### src/sv/toroidal_life_generation_unit_assert.svh
// Assertion macros shared by the toroidal life generation RTL.
// No dependencies; included by modules that carry concurrent checks.
`ifndef TOROIDAL_LIFE_GENERATION_UNIT_ASSERT_SVH
`define TOROIDAL_LIFE_GENERATION_UNIT_ASSERT_SVH

// Same-cycle implication, disabled while reset is asserted
`define TLG_ASSERT_IMP(lbl, clk, rst_n, ante, cons, msg) \
    lbl: assert property (@(posedge clk) disable iff (!rst_n) (ante) |-> (cons)) \
        else $error(msg);

// Next-cycle implication, disabled while reset is asserted
`define TLG_ASSERT_NXT(lbl, clk, rst_n, ante, cons, msg) \
    lbl: assert property (@(posedge clk) disable iff (!rst_n) (ante) |=> (cons)) \
        else $error(msg);

`endif

### src/sv/tlg_pkg.sv
// Shared types and constants for the toroidal life generation unit.
// No dependencies; imported by every module of the block.
`timescale 1ns / 1ps

package tlg_pkg;

    // Grid geometry
    localparam int ROWS   = 32;
    localparam int COLS   = 64;
    localparam int ROW_W  = $clog2(ROWS);
    localparam int NR_W   = 6;
    localparam int NC_W   = 7;
    localparam int COL_W  = $clog2(COLS);
    localparam int DATA_W = ((ROW_W + COLS + 7) / 8) * 8;
    localparam int PAD_W  = DATA_W - ROW_W - COLS;

    // Configuration port
    localparam int CFG_IDX_W  = 4;
    localparam int CFG_DATA_W = NC_W;
    localparam logic [CFG_IDX_W-1:0] CFG_ROWS = CFG_IDX_W'(0);
    localparam logic [CFG_IDX_W-1:0] CFG_COLS = CFG_IDX_W'(1);
    localparam logic [NR_W-1:0] RESET_ROWS = NR_W'(25);
    localparam logic [NC_W-1:0] RESET_COLS = NC_W'(64);
    localparam int MIN_DIM = 3;

    // Operation codes carried on the input tuser
    localparam logic OP_LOAD    = 1'b0;
    localparam logic OP_ADVANCE = 1'b1;

    // B3/S23 rule
    localparam logic [3:0] BIRTH_COUNT   = 4'd3;
    localparam logic [3:0] SURVIVE_COUNT = 4'd2;

    typedef enum logic {
        S_IDLE,
        S_RUN
    } t_state;

    // Row control handed from the sequencer to the merge stage
    typedef struct packed {
        logic             fire;
        logic             first;
        logic             last;
        logic [ROW_W-1:0] row;
    } t_row_ctl;

endpackage

### src/sv/tlg_row_mem.sv
// Cell grid storage: one write port, one registered read port, per-row valid bits.
// Depends on tlg_pkg.
`timescale 1ns / 1ps

module tlg_row_mem (
    input  logic                      i_clk,
    input  logic                      i_rst_n,
    input  logic                      i_we,
    input  logic [tlg_pkg::ROW_W-1:0] i_waddr,
    input  logic [tlg_pkg::COLS-1:0]  i_wdata,
    input  logic                      i_re,
    input  logic [tlg_pkg::ROW_W-1:0] i_raddr,
    output logic [tlg_pkg::COLS-1:0]  o_rdata
);
    import tlg_pkg::*;

    logic [COLS-1:0] mem [ROWS];
    logic [ROWS-1:0] r_row_vld;
    logic [COLS-1:0] r_rdata;
    logic            r_rd_ok;

    // Write the row array
    always_ff @(posedge i_clk) begin
        if (i_we) begin
            mem[i_waddr] <= i_wdata;
        end
    end

    // Mark written rows; reset makes every row read as dead
    always_ff @(posedge i_clk) begin
        if (!i_rst_n) begin
            r_row_vld <= '0;
            r_rd_ok   <= 1'b0;
        end else begin
            if (i_we) begin
                r_row_vld[i_waddr] <= 1'b1;
            end
            if (i_re) begin
                r_rd_ok <= r_row_vld[i_raddr];
            end
        end
    end

    // Registered read
    always_ff @(posedge i_clk) begin
        if (i_re) begin
            r_rdata <= mem[i_raddr];
        end
    end

    assign o_rdata = r_rd_ok ? r_rdata : '0;

endmodule

### src/sv/tlg_lane.sv
// One column lane: counts the eight neighbors and applies the B3/S23 rule.
// Depends on tlg_pkg.
`timescale 1ns / 1ps

module tlg_lane (
    input  logic [7:0] i_nbrs,
    input  logic       i_alive,
    output logic       o_next
);
    import tlg_pkg::*;

    logic [3:0] cnt;

    // Sum the neighbor bits
    always_comb begin
        cnt = 4'd0;
        for (int k = 0; k < 8; k++) begin
            cnt = cnt + {3'b000, i_nbrs[k]};
        end
    end

    assign o_next = (cnt == BIRTH_COUNT) || (i_alive && (cnt == SURVIVE_COUNT));

endmodule

### src/sv/tlg_merge.sv
// Merge stage: gathers lane results into a row, tracks stability, holds the output register.
// Depends on tlg_pkg.
`timescale 1ns / 1ps

module tlg_merge (
    input  logic                      i_clk,
    input  logic                      i_rst_n,
    input  tlg_pkg::t_row_ctl         i_ctl,
    input  logic [tlg_pkg::COLS-1:0]  i_lanes,
    input  logic [tlg_pkg::COLS-1:0]  i_mask,
    input  logic [tlg_pkg::COLS-1:0]  i_mid,
    input  logic                      i_ready,
    output logic [tlg_pkg::COLS-1:0]  o_row_next,
    output logic                      o_valid,
    output logic [tlg_pkg::ROW_W-1:0] o_row_idx,
    output logic [tlg_pkg::COLS-1:0]  o_row_cells,
    output logic                      o_last,
    output logic                      o_stable
);
    import tlg_pkg::*;

    logic             r_valid;
    logic             r_same;
    logic [ROW_W-1:0] r_row_idx;
    logic [COLS-1:0]  r_row_cells;
    logic             r_last;
    logic             r_stable;
    logic             go;
    logic             match;
    logic             same_now;

    // Combine lanes and compare with the old row
    assign go         = !r_valid || i_ready;
    assign o_row_next = i_lanes & i_mask;
    assign match      = (o_row_next == i_mid);
    assign same_now   = i_ctl.first ? match : (r_same && match);

    // Output valid and running stability flag
    always_ff @(posedge i_clk) begin
        if (!i_rst_n) begin
            r_valid <= 1'b0;
            r_same  <= 1'b1;
        end else if (go) begin
            r_valid <= i_ctl.fire;
            if (i_ctl.fire) begin
                r_same <= same_now;
            end
        end
    end

    // Output payload
    always_ff @(posedge i_clk) begin
        if (go && i_ctl.fire) begin
            r_row_idx   <= i_ctl.row;
            r_row_cells <= o_row_next;
            r_last      <= i_ctl.last;
            r_stable    <= i_ctl.last && same_now;
        end
    end

    assign o_valid     = r_valid;
    assign o_row_idx   = r_row_idx;
    assign o_row_cells = r_row_cells;
    assign o_last      = r_last;
    assign o_stable    = r_stable;

endmodule

### src/sv/toroidal_life_generation_unit.sv
// Top level of the toroidal life generation unit: sequencer, row window, 64 lanes.
// Depends on tlg_pkg, tlg_row_mem, tlg_lane, tlg_merge and the assertion macro header.
//
//  channel | direction | handshake             | payload
//  --------+-----------+-----------------------+------------------------------------------
//  s       | in        | i_s_tvalid/o_s_tready | tdata: row_index, row_cells; tuser: op
//  m       | out       | o_m_tvalid/i_m_tready | tdata: out_row_index, out_row_cells;
//          |           |                       | tlast: last_row; tuser: stable
//  cfg     | in        | i_cfg_valid/o_cfg_ready | i_cfg_index, i_cfg_data
//
// An advance streams rows nr-1, 0 .. nr-1 out of the single read port of the grid memory
// into a three-row window; the lanes then give one new row per cycle while the output is
// not stalled. Reset is synchronous, clears the grid to dead cells and loads rows 25,
// cols 64. A stalled output freezes the whole row pipeline in place.
`timescale 1ns / 1ps
`include "toroidal_life_generation_unit_assert.svh"

module toroidal_life_generation_unit (
    input  logic                           i_clk,
    input  logic                           i_rst_n,
    // tdata: [4:0] row_index, [68:5] row_cells, [71:69] zero
    input  logic [tlg_pkg::DATA_W-1:0]     i_s_tdata,
    // tuser: [0] operation
    input  logic                           i_s_tuser,
    input  logic                           i_s_tvalid,
    output logic                           o_s_tready,
    // tdata: [4:0] out_row_index, [68:5] out_row_cells, [71:69] zero
    output logic [tlg_pkg::DATA_W-1:0]     o_m_tdata,
    // tuser: [0] stable
    output logic                           o_m_tuser,
    output logic                           o_m_tlast,
    output logic                           o_m_tvalid,
    input  logic                           i_m_tready,
    input  logic                           i_cfg_valid,
    output logic                           o_cfg_ready,
    input  logic [tlg_pkg::CFG_IDX_W-1:0]  i_cfg_index,
    input  logic [tlg_pkg::CFG_DATA_W-1:0] i_cfg_data
);
    import tlg_pkg::*;

    t_state           r_state;
    t_state           n_state;
    logic [NR_W-1:0]  r_cfg_rows;
    logic [NC_W-1:0]  r_cfg_cols;
    logic [NR_W-1:0]  nr;
    logic [NR_W-1:0]  nr_p1;
    logic [NC_W-1:0]  nc;
    logic [COL_W-1:0] last_col;
    logic [COLS-1:0]  col_mask;
    logic             go;
    logic             s_accept;
    logic [ROW_W-1:0] s_row_index;
    logic [COLS-1:0]  s_row_cells;
    logic             load_we;

    logic [NR_W-1:0]  r_iss_k;
    logic             r_rd_vld;
    logic [NR_W-1:0]  r_rd_k;
    logic             r_win_vld;
    logic [ROW_W-1:0] r_win_row;
    logic [COLS-1:0]  r_up;
    logic [COLS-1:0]  r_mid;
    logic [COLS-1:0]  r_dn;
    logic [COLS-1:0]  r_row0;
    logic [COLS-1:0]  row_in;

    logic             mem_we;
    logic [ROW_W-1:0] mem_waddr;
    logic [COLS-1:0]  mem_wdata;
    logic             mem_re;
    logic [ROW_W-1:0] mem_raddr;
    logic [COLS-1:0]  mem_rdata;

    logic [COLS-1:0]  lanes;
    logic [COLS-1:0]  row_next;
    t_row_ctl         row_ctl;
    logic             back_we;
    logic [ROW_W-1:0] out_idx;
    logic [COLS-1:0]  out_cells;

    // Configuration registers
    assign o_cfg_ready = 1'b1;

    always_ff @(posedge i_clk) begin
        if (!i_rst_n) begin
            r_cfg_rows <= RESET_ROWS;
            r_cfg_cols <= RESET_COLS;
        end else if (i_cfg_valid) begin
            case (i_cfg_index)
                CFG_ROWS: r_cfg_rows <= i_cfg_data[NR_W-1:0];
                CFG_COLS: r_cfg_cols <= i_cfg_data[NC_W-1:0];
                default:  ;
            endcase
        end
    end

    // Saturate the grid size in use
    always_comb begin
        if (r_cfg_rows < NR_W'(MIN_DIM)) begin
            nr = NR_W'(MIN_DIM);
        end else if (r_cfg_rows > NR_W'(ROWS)) begin
            nr = NR_W'(ROWS);
        end else begin
            nr = r_cfg_rows;
        end
        if (r_cfg_cols < NC_W'(MIN_DIM)) begin
            nc = NC_W'(MIN_DIM);
        end else if (r_cfg_cols > NC_W'(COLS)) begin
            nc = NC_W'(COLS);
        end else begin
            nc = r_cfg_cols;
        end
        for (int j = 0; j < COLS; j++) begin
            col_mask[j] = (NC_W'(j) < nc);
        end
    end

    assign nr_p1    = nr + NR_W'(1);
    assign last_col = COL_W'(nc - NC_W'(1));

    // Input channel
    assign s_row_index = i_s_tdata[ROW_W-1:0];
    assign s_row_cells = i_s_tdata[ROW_W+COLS-1:ROW_W];
    assign s_accept    = i_s_tvalid && o_s_tready;
    assign load_we     = s_accept && (i_s_tuser == OP_LOAD) && (NR_W'(s_row_index) < nr);

    // Pipeline advances when the output register can take a row
    assign go = !o_m_tvalid || i_m_tready;

    // State register
    always_ff @(posedge i_clk) begin
        if (!i_rst_n) begin
            r_state <= S_IDLE;
        end else begin
            r_state <= n_state;
        end
    end

    // Next state and input ready
    always_comb begin
        n_state    = r_state;
        o_s_tready = 1'b0;
        case (r_state)
            S_IDLE: begin
                o_s_tready = 1'b1;
                if (s_accept && (i_s_tuser == OP_ADVANCE)) begin
                    n_state = S_RUN;
                end
            end
            S_RUN: begin
                if (go && r_win_vld && row_ctl.last) begin
                    n_state = S_IDLE;
                end
            end
            default: n_state = S_IDLE;
        endcase
    end

    // Read issue: row nr-1 first, then rows 0 .. nr-1; the final wrap reuses saved row 0
    assign mem_re    = (r_state == S_RUN) && go && (r_iss_k <= nr);
    assign mem_raddr = (r_iss_k == '0) ? ROW_W'(nr - NR_W'(1)) : ROW_W'(r_iss_k - NR_W'(1));

    always_ff @(posedge i_clk) begin
        if (!i_rst_n) begin
            r_iss_k   <= '0;
            r_rd_vld  <= 1'b0;
            r_win_vld <= 1'b0;
        end else if (r_state == S_IDLE) begin
            r_iss_k   <= '0;
            r_rd_vld  <= 1'b0;
            r_win_vld <= 1'b0;
        end else if (go) begin
            if (r_iss_k <= nr_p1) begin
                r_rd_vld <= 1'b1;
                r_iss_k  <= r_iss_k + NR_W'(1);
            end else begin
                r_rd_vld <= 1'b0;
            end
            r_win_vld <= r_rd_vld && (r_rd_k >= NR_W'(2));
        end
    end

    // Row window: shift in the next row, keep the old row 0 for the bottom wrap
    assign row_in = (r_rd_k == nr_p1) ? r_row0 : (mem_rdata & col_mask);

    always_ff @(posedge i_clk) begin
        if ((r_state == S_RUN) && go) begin
            r_rd_k <= r_iss_k;
            if (r_rd_vld) begin
                r_up      <= r_mid;
                r_mid     <= r_dn;
                r_dn      <= row_in;
                r_win_row <= ROW_W'(r_rd_k - NR_W'(2));
                if (r_rd_k == NR_W'(1)) begin
                    r_row0 <= row_in;
                end
            end
        end
    end

    // Column lanes with horizontal wrap at the columns in use
    for (genvar j = 0; j < COLS; j++) begin : g_lane
        logic up_l, up_r, mid_l, mid_r, dn_l, dn_r;

        if (j == 0) begin : g_left_wrap
            assign up_l  = r_up[last_col];
            assign mid_l = r_mid[last_col];
            assign dn_l  = r_dn[last_col];
        end else begin : g_left
            assign up_l  = r_up[j-1];
            assign mid_l = r_mid[j-1];
            assign dn_l  = r_dn[j-1];
        end

        if (j == COLS - 1) begin : g_right_wrap
            assign up_r  = r_up[0];
            assign mid_r = r_mid[0];
            assign dn_r  = r_dn[0];
        end else begin : g_right
            assign up_r  = (last_col == COL_W'(j)) ? r_up[0]  : r_up[j+1];
            assign mid_r = (last_col == COL_W'(j)) ? r_mid[0] : r_mid[j+1];
            assign dn_r  = (last_col == COL_W'(j)) ? r_dn[0]  : r_dn[j+1];
        end

        tlg_lane u_lane (
            .i_nbrs  ({up_l, r_up[j], up_r, mid_l, mid_r, dn_l, r_dn[j], dn_r}),
            .i_alive (r_mid[j]),
            .o_next  (lanes[j])
        );
    end

    // Merge stage and output register
    assign row_ctl.fire  = (r_state == S_RUN) && r_win_vld;
    assign row_ctl.first = (r_win_row == '0);
    assign row_ctl.last  = (NR_W'(r_win_row) == (nr - NR_W'(1)));
    assign row_ctl.row   = r_win_row;

    tlg_merge u_merge (
        .i_clk       (i_clk),
        .i_rst_n     (i_rst_n),
        .i_ctl       (row_ctl),
        .i_lanes     (lanes),
        .i_mask      (col_mask),
        .i_mid       (r_mid),
        .i_ready     (i_m_tready),
        .o_row_next  (row_next),
        .o_valid     (o_m_tvalid),
        .o_row_idx   (out_idx),
        .o_row_cells (out_cells),
        .o_last      (o_m_tlast),
        .o_stable    (o_m_tuser)
    );

    assign o_m_tdata = {{PAD_W{1'b0}}, out_cells, out_idx};

    // Grid write port: loads while idle, new rows while running
    assign back_we   = row_ctl.fire && go;
    assign mem_we    = load_we || back_we;
    assign mem_waddr = back_we ? r_win_row : s_row_index;
    assign mem_wdata = back_we ? row_next : (s_row_cells & col_mask);

    tlg_row_mem u_mem (
        .i_clk   (i_clk),
        .i_rst_n (i_rst_n),
        .i_we    (mem_we),
        .i_waddr (mem_waddr),
        .i_wdata (mem_wdata),
        .i_re    (mem_re),
        .i_raddr (mem_raddr),
        .o_rdata (mem_rdata)
    );

    // Checks
    `TLG_ASSERT_IMP(a_stable_on_last, i_clk, i_rst_n, o_m_tvalid && o_m_tuser, o_m_tlast, "stable flag outside last row")
    `TLG_ASSERT_NXT(a_run_after_mid_row, i_clk, i_rst_n, o_m_tvalid && i_m_tready && !o_m_tlast, o_m_tvalid, "generation ended before last row")
    `TLG_ASSERT_IMP(a_win_row_range, i_clk, i_rst_n, r_win_vld, NR_W'(r_win_row) < nr, "window row beyond rows in use")
    `TLG_ASSERT_NXT(a_out_index_step, i_clk, i_rst_n, o_m_tvalid && i_m_tready && !o_m_tlast, !o_m_tvalid || (o_m_tdata[ROW_W-1:0] == $past(o_m_tdata[ROW_W-1:0]) + ROW_W'(1)), "row index skipped")

endmodule

### config.mk
export PLATFORM = sky130hd
export DESIGN_NAME = toroidal_life_generation_unit
export DESIGN_NICKNAME = d
export VERILOG_FILES = /design/src/sv/tlg_pkg.sv /design/src/sv/tlg_row_mem.sv /design/src/sv/tlg_lane.sv /design/src/sv/tlg_merge.sv /design/src/sv/toroidal_life_generation_unit.sv
export VERILOG_INCLUDE_DIRS = /design/src /design/src/sv
export SDC_FILE = /design/constraint.sdc
export NUM_CORES = 2
export LEC_CHECK = 0
export BUFFER_PORTS_ARGS = -buffer_cell sky130_fd_sc_hd__buf_2
export CORE_MARGIN = 1
export CORE_UTILIZATION = 35
export CTS_CLUSTER_SIZE = 28
export DETAILED_ROUTE_END_ITERATION = 12
export PLACE_DENSITY = 0.45
export SETUP_SLACK_MARGIN = 0.1
export SKIP_LAST_GASP = 1
export SLEW_MARGIN = 40
export SYNTH_ARGS = -nofsm -noshare
export SYNTH_HDL_FRONTEND = slang
export SYNTH_SLANG_ARGS = --single-unit
### constraint.sdc
create_clock -name i_clk -period 22.4 [get_ports i_clk]
set_input_delay 1.12 -clock i_clk [delete_from_list [all_inputs] [get_ports i_clk]]
set_output_delay 1.12 -clock i_clk [all_outputs]
set_load 0.1 [all_outputs]
# --- Word level (Yosys, flattened, before mapping) ---
# Memories as Yosys holds them, arrays and structs flattened. A register that Yosys moved wholly into a read port is not among the register bits.
# Index checks and enable logic that the tools add are counted.
op_classes:
  multipliers: 0
  eq_ne: 195
  shift: 0
  n_lt_le_gt_ge: 76
  div: 0
  reduce_logical: 156
  n_addsub: 454
  bitwise: 6
  n_mux: 216
op_table:
  columns: ["cell", "count"]
  rows:
  - ["$add 4x1->4", 384]
  - ["$eq 4x2->1 const B", 128]
  - ["$lt 6x7->1 const A", 32]
  - ["$mux 1", 201]
  - ["$and 64x64->64", 3]
  - ["$mux 64", 3]
  - ["$eq 6x6->1 const B", 31]
  - ["$add 1x1->2", 64]
  - ["$lt 5x7->1 const A", 16]
  - ["$eq 6x5->1 const B", 16]
  - ["$logic_and 1x1->1", 78]
  - ["$logic_or 1x1->1", 66]
  - ["$eq 64x64->1", 1]
  - ["$lt 4x7->1 const A", 8]
  - ["$eq 6x4->1 const B", 8]
  - ["$or 32x32->32", 1]
  - ["$lt 3x7->1 const A", 4]
  - ["$eq 6x3->1 const B", 4]
  - ["$bmux 1 s6", 3]
  - ["$lt 1x7->1 const A", 2]
  - ["$lt 2x7->1 const A", 2]
  - ["$mux 7", 2]
  - ["$add 6x1->6 const B", 2]
  - ["$eq 6x1->1 const B", 2]
  - ["29 further kinds", 42]
word_totals:
  wordCells: 1124
  in_bits: 89
  latch_bits: 0
  out_inout_bits: 77
  memories: 1
  regBits: 395
  ram_bits: 2048
  mem_bits_ro: 0
mem_list:
  columns: ["name", "words", "word_bits", "read_ports", "rd_clocked_by_memory_dff", "wr", "line", "rtl"]
  rows:
  - ["u_mem.mem", 32, 64, 1, 1, 1, "tlg_row_mem.sv:17", "logic [COLS-1:0] mem [ROWS];"]

# --- Depth between registers and ports, before layout ---
depth:
  depth_word: 21
  ltp_mapped: 27
  mapped_depth_nobuf: 24

# --- By module ---
# Synthesis repeated with hierarchy kept, for this count alone.
hier_totals:
  hier_cells: 6709
  hier_area_um2: 114459.8
by_module_without_submodules:
  columns: ["module", "n_inst", "area_each_um2", "seq_area_each_um2", "cells_per_inst"]
  rows:
  - ["tlg_row_mem", 1, 81231.7, 64081.5, 3260]
  - ["toroidal_life_generation_unit", 1, 17275.3, 8458.1, 1670]
  - ["tlg_lane at g_lane[0].u_lane ...", 34, 185.2, 0.0, 23]
  - ["tlg_lane at g_lane[3].u_lane ...", 30, 200.2, 0.0, 23]
  - ["tlg_merge", 1, 3651.0, 2172.1, 307]

# --- Worst setup path before layout ---
# Ideal clock, no wire load.
synth_timing:
  path_kind: "reg2reg"
  from: "register r_cfg_rows[3]"
  to: "register u_mem.r_rd_ok"
  required_time_ps: 22258
  stages_incl_launch_ff: 14
  synth_period_minus_slack_ps: 13086
  t_arrival_ps: 12944
  slack_ps: 9314
  n_path_buf: 0
  setup_ps: 142
  cell_sequence: "dfxtp_1 > nor3_1 > nor2_1 > nor2_1 > inv_1 > ha_1 > nor2b_1 > o21a_1 > o21a_1 > o21ai_0 > a21oi_1 > a2111oi_0 > o31a_1 > a21oi_1"
synth_via:
  elab_cells_between_ends: 10
  cone_classes: "add/sub: 1; order compare: 3; mux: 5; reduce/logical: 1"
synth_rtl:
  columns: ["item", "line", "rtl"]
  rows:
  - ["from (decl)", "toroidal_life_generation_unit.sv:43", "logic [NR_W-1:0] r_cfg_rows;"]
  - ["from (signal assigned)", "toroidal_life_generation_unit.sv:90", "CFG_ROWS: r_cfg_rows <= i_cfg_data[NR_W-1:0];"]
  - ["$gt 6x6->1", "toroidal_life_generation_unit.sv:101", "end else if (r_cfg_rows > NR_W'(ROWS)) begin"]
  - ["$mux 6", "toroidal_life_generation_unit.sv:101", null]
  - ["$mux 6 (*)", "toroidal_life_generation_unit.sv:99", "if (r_cfg_rows < NR_W'(MIN_DIM)) begin"]
  - ["$le 6x6->1 (*)", "toroidal_life_generation_unit.sv:160", "assign mem_re = (r_state == S_RUN) && go && (r_iss_k <= nr);"]
  - ["$logic_and 1x1->1 (*)", "toroidal_life_generation_unit.sv:160", null]
  - ["via mem_re", "toroidal_life_generation_unit.sv:70", "logic mem_re;"]
  - ["to (signal assigned)", "tlg_row_mem.sv:39", "r_rd_ok <= r_row_vld[i_raddr];"]
  - ["to (decl)", "tlg_row_mem.sv:20", "logic r_rd_ok;"]
# Mark *: on every way through the listed nets, which the timed path passes. The rest lies on a longest branch. The select of a mux whose other input is x is not followed.
# A chain may end at the register's enable or synchronous reset.

# --- Final worst setup path ---
layout_timing:
  from: "register r_cfg_cols[4]"
  to: "register u_merge.r_stable (netlist: u_merge.o_stable) (data pin)"
layout_via:
  elab_chain_len: 21
  elab_cells_between_ends: 1025
  cone_classes: "add/sub: 442; order compare: 66; eq/ne: 189; mux: 198; bitwise: 1; reduce/logical: 129"
layout_rtl:
  columns: ["item", "line", "rtl"]
  rows:
  - ["from (decl)", "toroidal_life_generation_unit.sv:44", "logic [NC_W-1:0] r_cfg_cols;"]
  - ["from (signal assigned)", "toroidal_life_generation_unit.sv:91", "CFG_COLS: r_cfg_cols <= i_cfg_data[NC_W-1:0];"]
  - ["$gt 7x7->1", "toroidal_life_generation_unit.sv:108", "end else if (r_cfg_cols > NC_W'(COLS)) begin"]
  - ["$mux 7", "toroidal_life_generation_unit.sv:108", null]
  - ["$mux 7 (*)", "toroidal_life_generation_unit.sv:106", "if (r_cfg_cols < NC_W'(MIN_DIM)) begin"]
  - ["parallel branches: the longest is 13 deep, another holds $sub 6x1->6", null, null]
  - ["$and 64x64->64 (*)", "tlg_merge.sv:34", "assign o_row_next = i_lanes & i_mask;"]
  - ["$eq 64x64->1 (*)", "tlg_merge.sv:35", "assign match = (o_row_next == i_mid);"]
  - ["$logic_and 1x1->1", "tlg_merge.sv:36", "assign same_now = i_ctl.first ? match : (r_same && match);"]
  - ["$mux 1 (*)", "tlg_merge.sv:36", null]
  - ["$logic_and 1x1->1 (*)", "tlg_merge.sv:57", "r_stable <= i_ctl.last && same_now;"]
  - ["to (signal assigned)", "tlg_merge.sv:57", null]
  - ["to (decl)", "tlg_merge.sv:27", "logic r_stable;"]
# Mark *: on every way between the ends. The select of a mux whose other input is x is not followed.

==> PnR_summary.wiki <==
{| class="wikitable"
! Metric !! Value
|-
| Result of the run || completed
|-
| Worst-margin pin slew || 980.7 ps
|-
| Fin util || 40.31%
|-
| Count of maximum capacitance violations || 0
|-
| Max-slew violation count || 0
|-
| Power density over the cells || 80.87 nW/um^2
|-
| Number of vias in the routed layout || 77960
|-
| Leading post-synthesis cells by cell area || sky130_fd_sc_hd__edfxtp_1 (64%), sky130_fd_sc_hd__nand2_1 (7.4%), sky130_fd_sc_hd__fa_1 (4.4%), sky130_fd_sc_hd__a311oi_1 (3.4%), sky130_fd_sc_hd__ha_1 (2.3%)
|-
| Post-route DRC || 0
|-
| Leading cell type in the layout, fill and taps excluded || sky130_fd_sc_hd__edfxtp_1
|-
| Setup fix buffers added after clock tree synthesis || 0
|-
| Number of buffers added on ports || 158
|-
| Cell type group with the largest total delay on the critical path || simple AND/OR/NAND/NOR gates
|-
| Number of buffers and inverters on the critical path || 5
|-
| Global route total overflow || 0
|-
| Cell type with the highest aggregate area in the netlist || sky130_fd_sc_hd__edfxtp_1
|-
| Post-place instance area || 123000 sq um
|-
| Final Hold Fails || 0
|-
| WP data arrival || 9570 ps
|-
| Highest attainable clock frequency || 113.2 MHz
|-
| Setup skew after layout || 57.84 ps
|-
| Final-stage net count || 9948
|-
| Worst slack at placement || 13540 ps
|-
| Antenna violations before repair || 27
|-
| Critical path launch point type || flip-flop
|-
| Share of flip-flops with an asynchronous set or reset || 0%
|-
| Warning count from the yosys run || 0
|-
| Required time reported for the critical path endpoint || 23130 ps
|-
| Share of the synthesized area in the top cell type || 63.65%
|-
| Horizontal die dimension || 576.7 um
|-
| Overall power consumption || 10.69 mW
|-
| Die boundary height || 576.7 um
|-
| Main flop type after synthesis || sky130_fd_sc_hd__edfxtp_1
|-
| Final estimated routing congestion in global placement || 0.9574
|-
| Summed negative setup slack over all endpoints || 0 ps
|-
| Leak || 46.96 nW
|-
| Boundary pin count || 166
|-
| #FFs+latches synth || 2507
|-
| Count of flip-flops with a built-in enable after synthesis || 2450
|-
| Number of standard-cell rows in the floorplan || 210
|-
| Routed len/inst || 29.69 um
|-
| Number of distinct library cell variants in the gate-level netlist after synthesis || 92
|-
| Tightest hold margin || 452.7 ps
|-
| Min Clock Period, post-route || 8833 ps
|-
| Clock tree sinks || 2507
|-
| Crit path top cell by count || sky130_fd_sc_hd__fa_1
|-
| HP Class || reg -> reg
|-
| Slowest CP cell || sky130_fd_sc_hd__dfxtp_2
|-
| Die outline area || 332600 sq um
|-
| Total standard cell area after synthesis || 115600 sq um
|-
| Area inside the core boundary || 327900 sq um
|-
| Crit path capture type || flip-flop
|-
| TritonCTS Buffers || 287
|-
| Sequential cell area fraction in the yosys report || 64.63%
|-
| Endpoint of the most critical setup path || u_merge.o_stable$_DFFE_PP_
|-
| Post-Syn Area per Cell || 12.51 sq um
|-
| Iter 0 DRT Violations || 7699
|-
| Number of gates on the worst path with buffers counted || 24
|-
| Number of buffers inserted by hold repair at cts || 0
|-
| Syn-to-layout area delta || 14.36%
|-
| Root buffer cell || sky130_fd_sc_hd__clkbuf_16
|-
| Cell-by-cell listing of the critical path || nor4_2, nor2_1, nor2_2, buf_4, inv_2, ha_1, nand2_1, nor2_1, mux2_2, ha_1, inv_1, fa_1, fa_1, inv_1, fa_1, inv_1, fa_1, a21oi_1, o2111ai_1, a32oi_1, nand4_1, or4_1, nor4_2, and4_1
|-
| Initial core utilization || 35.25%
|-
| Maximum level of the CTS H-tree || 5
|-
| Number of iterations in the first detailed-routing pass || 6
|-
| Maximum net fanout on the critical path || 23
|-
| Detailed placer's ending HPWL || 248600 um
|-
| Share of cells above drive strength 1 || 11.89%
|-
| Final cell area excluding filler cells || 132200 sq um
|-
| Largest net degree at the start of global routing || 163
|-
| Register clock-pin slew on the reported worst setup and hold paths || 50 ps
|-
| Final cell count without fillers || 13960
|-
| Commonest cells after routing, fill and taps aside || sky130_fd_sc_hd__edfxtp_1 (2450), sky130_fd_sc_hd__nand2_1 (2262), sky130_fd_sc_hd__inv_1 (553)
|-
| Total of cells resized after clock tree synthesis || 0
|-
| Syn Inst Count || 9238
|-
| Unrepaired setup endpoints after global routing || no
|-
| Classification of the worst setup path || reg -> reg
|-
| Via count of the first global-routing pass || 75650
|-
| Relative slew slack || 34.15%
|-
| TritonCTS clock tree || yes
|-
| Reg-to-reg slack, setup || 13570 ps
|-
| Delay of the slowest cell on the worst path || 770 ps
|-
| Share of the cycle needed by the critical path after routing || 39.43%
|-
| Routed wire length || 414600 um
|-
| Crit path from || r_cfg_cols[4]$_SDFFE_PN0P_
|-
| Worst supply voltage drop on vdd || 59.53 uV
|-
| Number of placed cells counting well taps || 13440
|-
| Clk_lat worst skew || 910 ps
|-
| R2R cell count || 24
|-
| Global-route wire length before repair || 582200 um
|-
| Maximum number of buffers from clock root to sink || 4
|-
| Reg-to-reg critical path endpoint || u_merge.o_stable$_DFFE_PP_
|-
| Remaining number of nets flagged by the antenna check after routing || 0
|-
| Setup-violating endpoint count in the final report || 0
|-
| Worst setup margin || 13570 ps
|-
| Via-per-instance ratio || 5.584
|-
| Aggregate global-route resource usage || 24.50%
|-
| R2r startpoint || r_cfg_cols[4]$_SDFFE_PN0P_
|}
Yosys cell counts, drive strengths merged (17+ instances only):
cell,instances
o31ai,91
mux2,62
inv,555
clkbuf,395
a211oi,96
nor2b,50
o211ai,30
nand2,2269
o311ai,68
nor2,291
a31oi,36
xnor2,46
o21ai,123
ha,215
nor3,36
and3,337
fa,256
edfxtp,2450
a311oi,454
a21oi,163
o21a,17
nand3,455
nor4,47
buf,193
mux4,48
mux2i,109
dfxtp,57
a311o,66
state kept, by name, indices dropped and copies added, names as in the netlist:
register	count
r_row0	64
r_win_row	5
u_merge.o_last	1
r_cfg_rows	6
u_merge.r_same	1
r_up	64
u_mem.r_rdata	64
r_dn	64
r_win_vld	1
r_iss_k	6
u_merge.o_row_idx	5
r_mid	64
u_merge.o_valid	1
r_rd_k	6
u_mem.r_rd_ok	1
r_rd_vld	1
u_merge.o_row_cells	64
r_cfg_cols	7
u_mem.r_row_vld	32
u_mem.mem	2048
u_merge.o_stable	1
r_state	1
final cells by class:
type | instances | area [sq um]
antenna | 11 | 27.53
clock buffer | 354 | 7601
clock inverter | 152 | 1391
fill | 30680 | 195700
inverter | 557 | 2096
multi-input combinational | 5588 | 37330
sequential | 2507 | 74720
tap | 4346 | 5438
timing repair buffer | 447 | 3582
layer usage:
| layer | vias to the layer above | track usage (%) | routed length (um) |
|---|---|---|---|
| met5 | - | 0 | 31 |
| met4 | 4 | 9.886 | 17920 |
| met3 | 571 | 3.316 | 24970 |
| met2 | 2747 | 38.70 | 188800 |
| met1 | 40480 | 34.07 | 182900 |
| li1 | 34160 | - | - |
kinds of logic after synthesis:
family,synth area share (%)
AND/OR/NAND/NOR,13.63
multiplexers,2.483
buffers and inverters,3.945
AO/OA/AOI/OAI,8.136
other,0.006497
adder cells (fa/ha/maj),6.761
XOR/XNOR,0.4016
flip-flops,64.63
worst register-to-register path, stage by stage, from the launching register on:
cell and delay [ps]:
sky130_fd_sc_hd__dfxtp_2 770, sky130_fd_sc_hd__nor4_2 240, sky130_fd_sc_hd__nor2_1 270, sky130_fd_sc_hd__nor2_2 90, sky130_fd_sc_hd__buf_4 200, sky130_fd_sc_hd__inv_2 210
sky130_fd_sc_hd__ha_1 480, sky130_fd_sc_hd__nand2_1 480, sky130_fd_sc_hd__nor2_1 600, sky130_fd_sc_hd__mux2_2 400, sky130_fd_sc_hd__ha_1 280, sky130_fd_sc_hd__inv_1 50
sky130_fd_sc_hd__fa_1 460, sky130_fd_sc_hd__fa_1 540, sky130_fd_sc_hd__inv_1 50, sky130_fd_sc_hd__fa_1 390, sky130_fd_sc_hd__inv_1 90, sky130_fd_sc_hd__fa_1 400
sky130_fd_sc_hd__a21oi_1 170, sky130_fd_sc_hd__o2111ai_1 360, sky130_fd_sc_hd__a32oi_1 590, sky130_fd_sc_hd__nand4_1 180, sky130_fd_sc_hd__or4_1 650, sky130_fd_sc_hd__nor4_2 380
sky130_fd_sc_hd__and4_1 350
where the power goes:
part           total (mW)  switching, mW  internal (mW)
Combinational       0.901          0.654          0.247
Sequential           5.21         0.0200           5.19
Clock                4.58           1.95           2.63
how the worst min path moves through the flow:
stage	start	to	slack, ps	depth (start not counted)
after CTS	i_cfg_data[6]	r_cfg_cols[6]$_SDFFE_PN1P_	430	3
after floorplan	u_mem.r_row_vld[10]$_SDFFE_PN0N_	u_mem.r_row_vld[10]$_SDFFE_PN0N_	420	2
after detailed placement	u_mem.r_row_vld[10]$_SDFFE_PN0N_	u_mem.r_row_vld[10]$_SDFFE_PN0N_	440	2
after global placement	u_mem.r_row_vld[10]$_SDFFE_PN0N_	u_mem.r_row_vld[10]$_SDFFE_PN0N_	430	2
after global routing	u_mem.r_row_vld[2]$_SDFFE_PN0N_	u_mem.r_row_vld[2]$_SDFFE_PN0N_	470	2
final	u_mem.r_row_vld[28]$_SDFFE_PN0N_	u_mem.r_row_vld[28]$_SDFFE_PN0N_	450	2
Power figures use the tool's default switching activity.
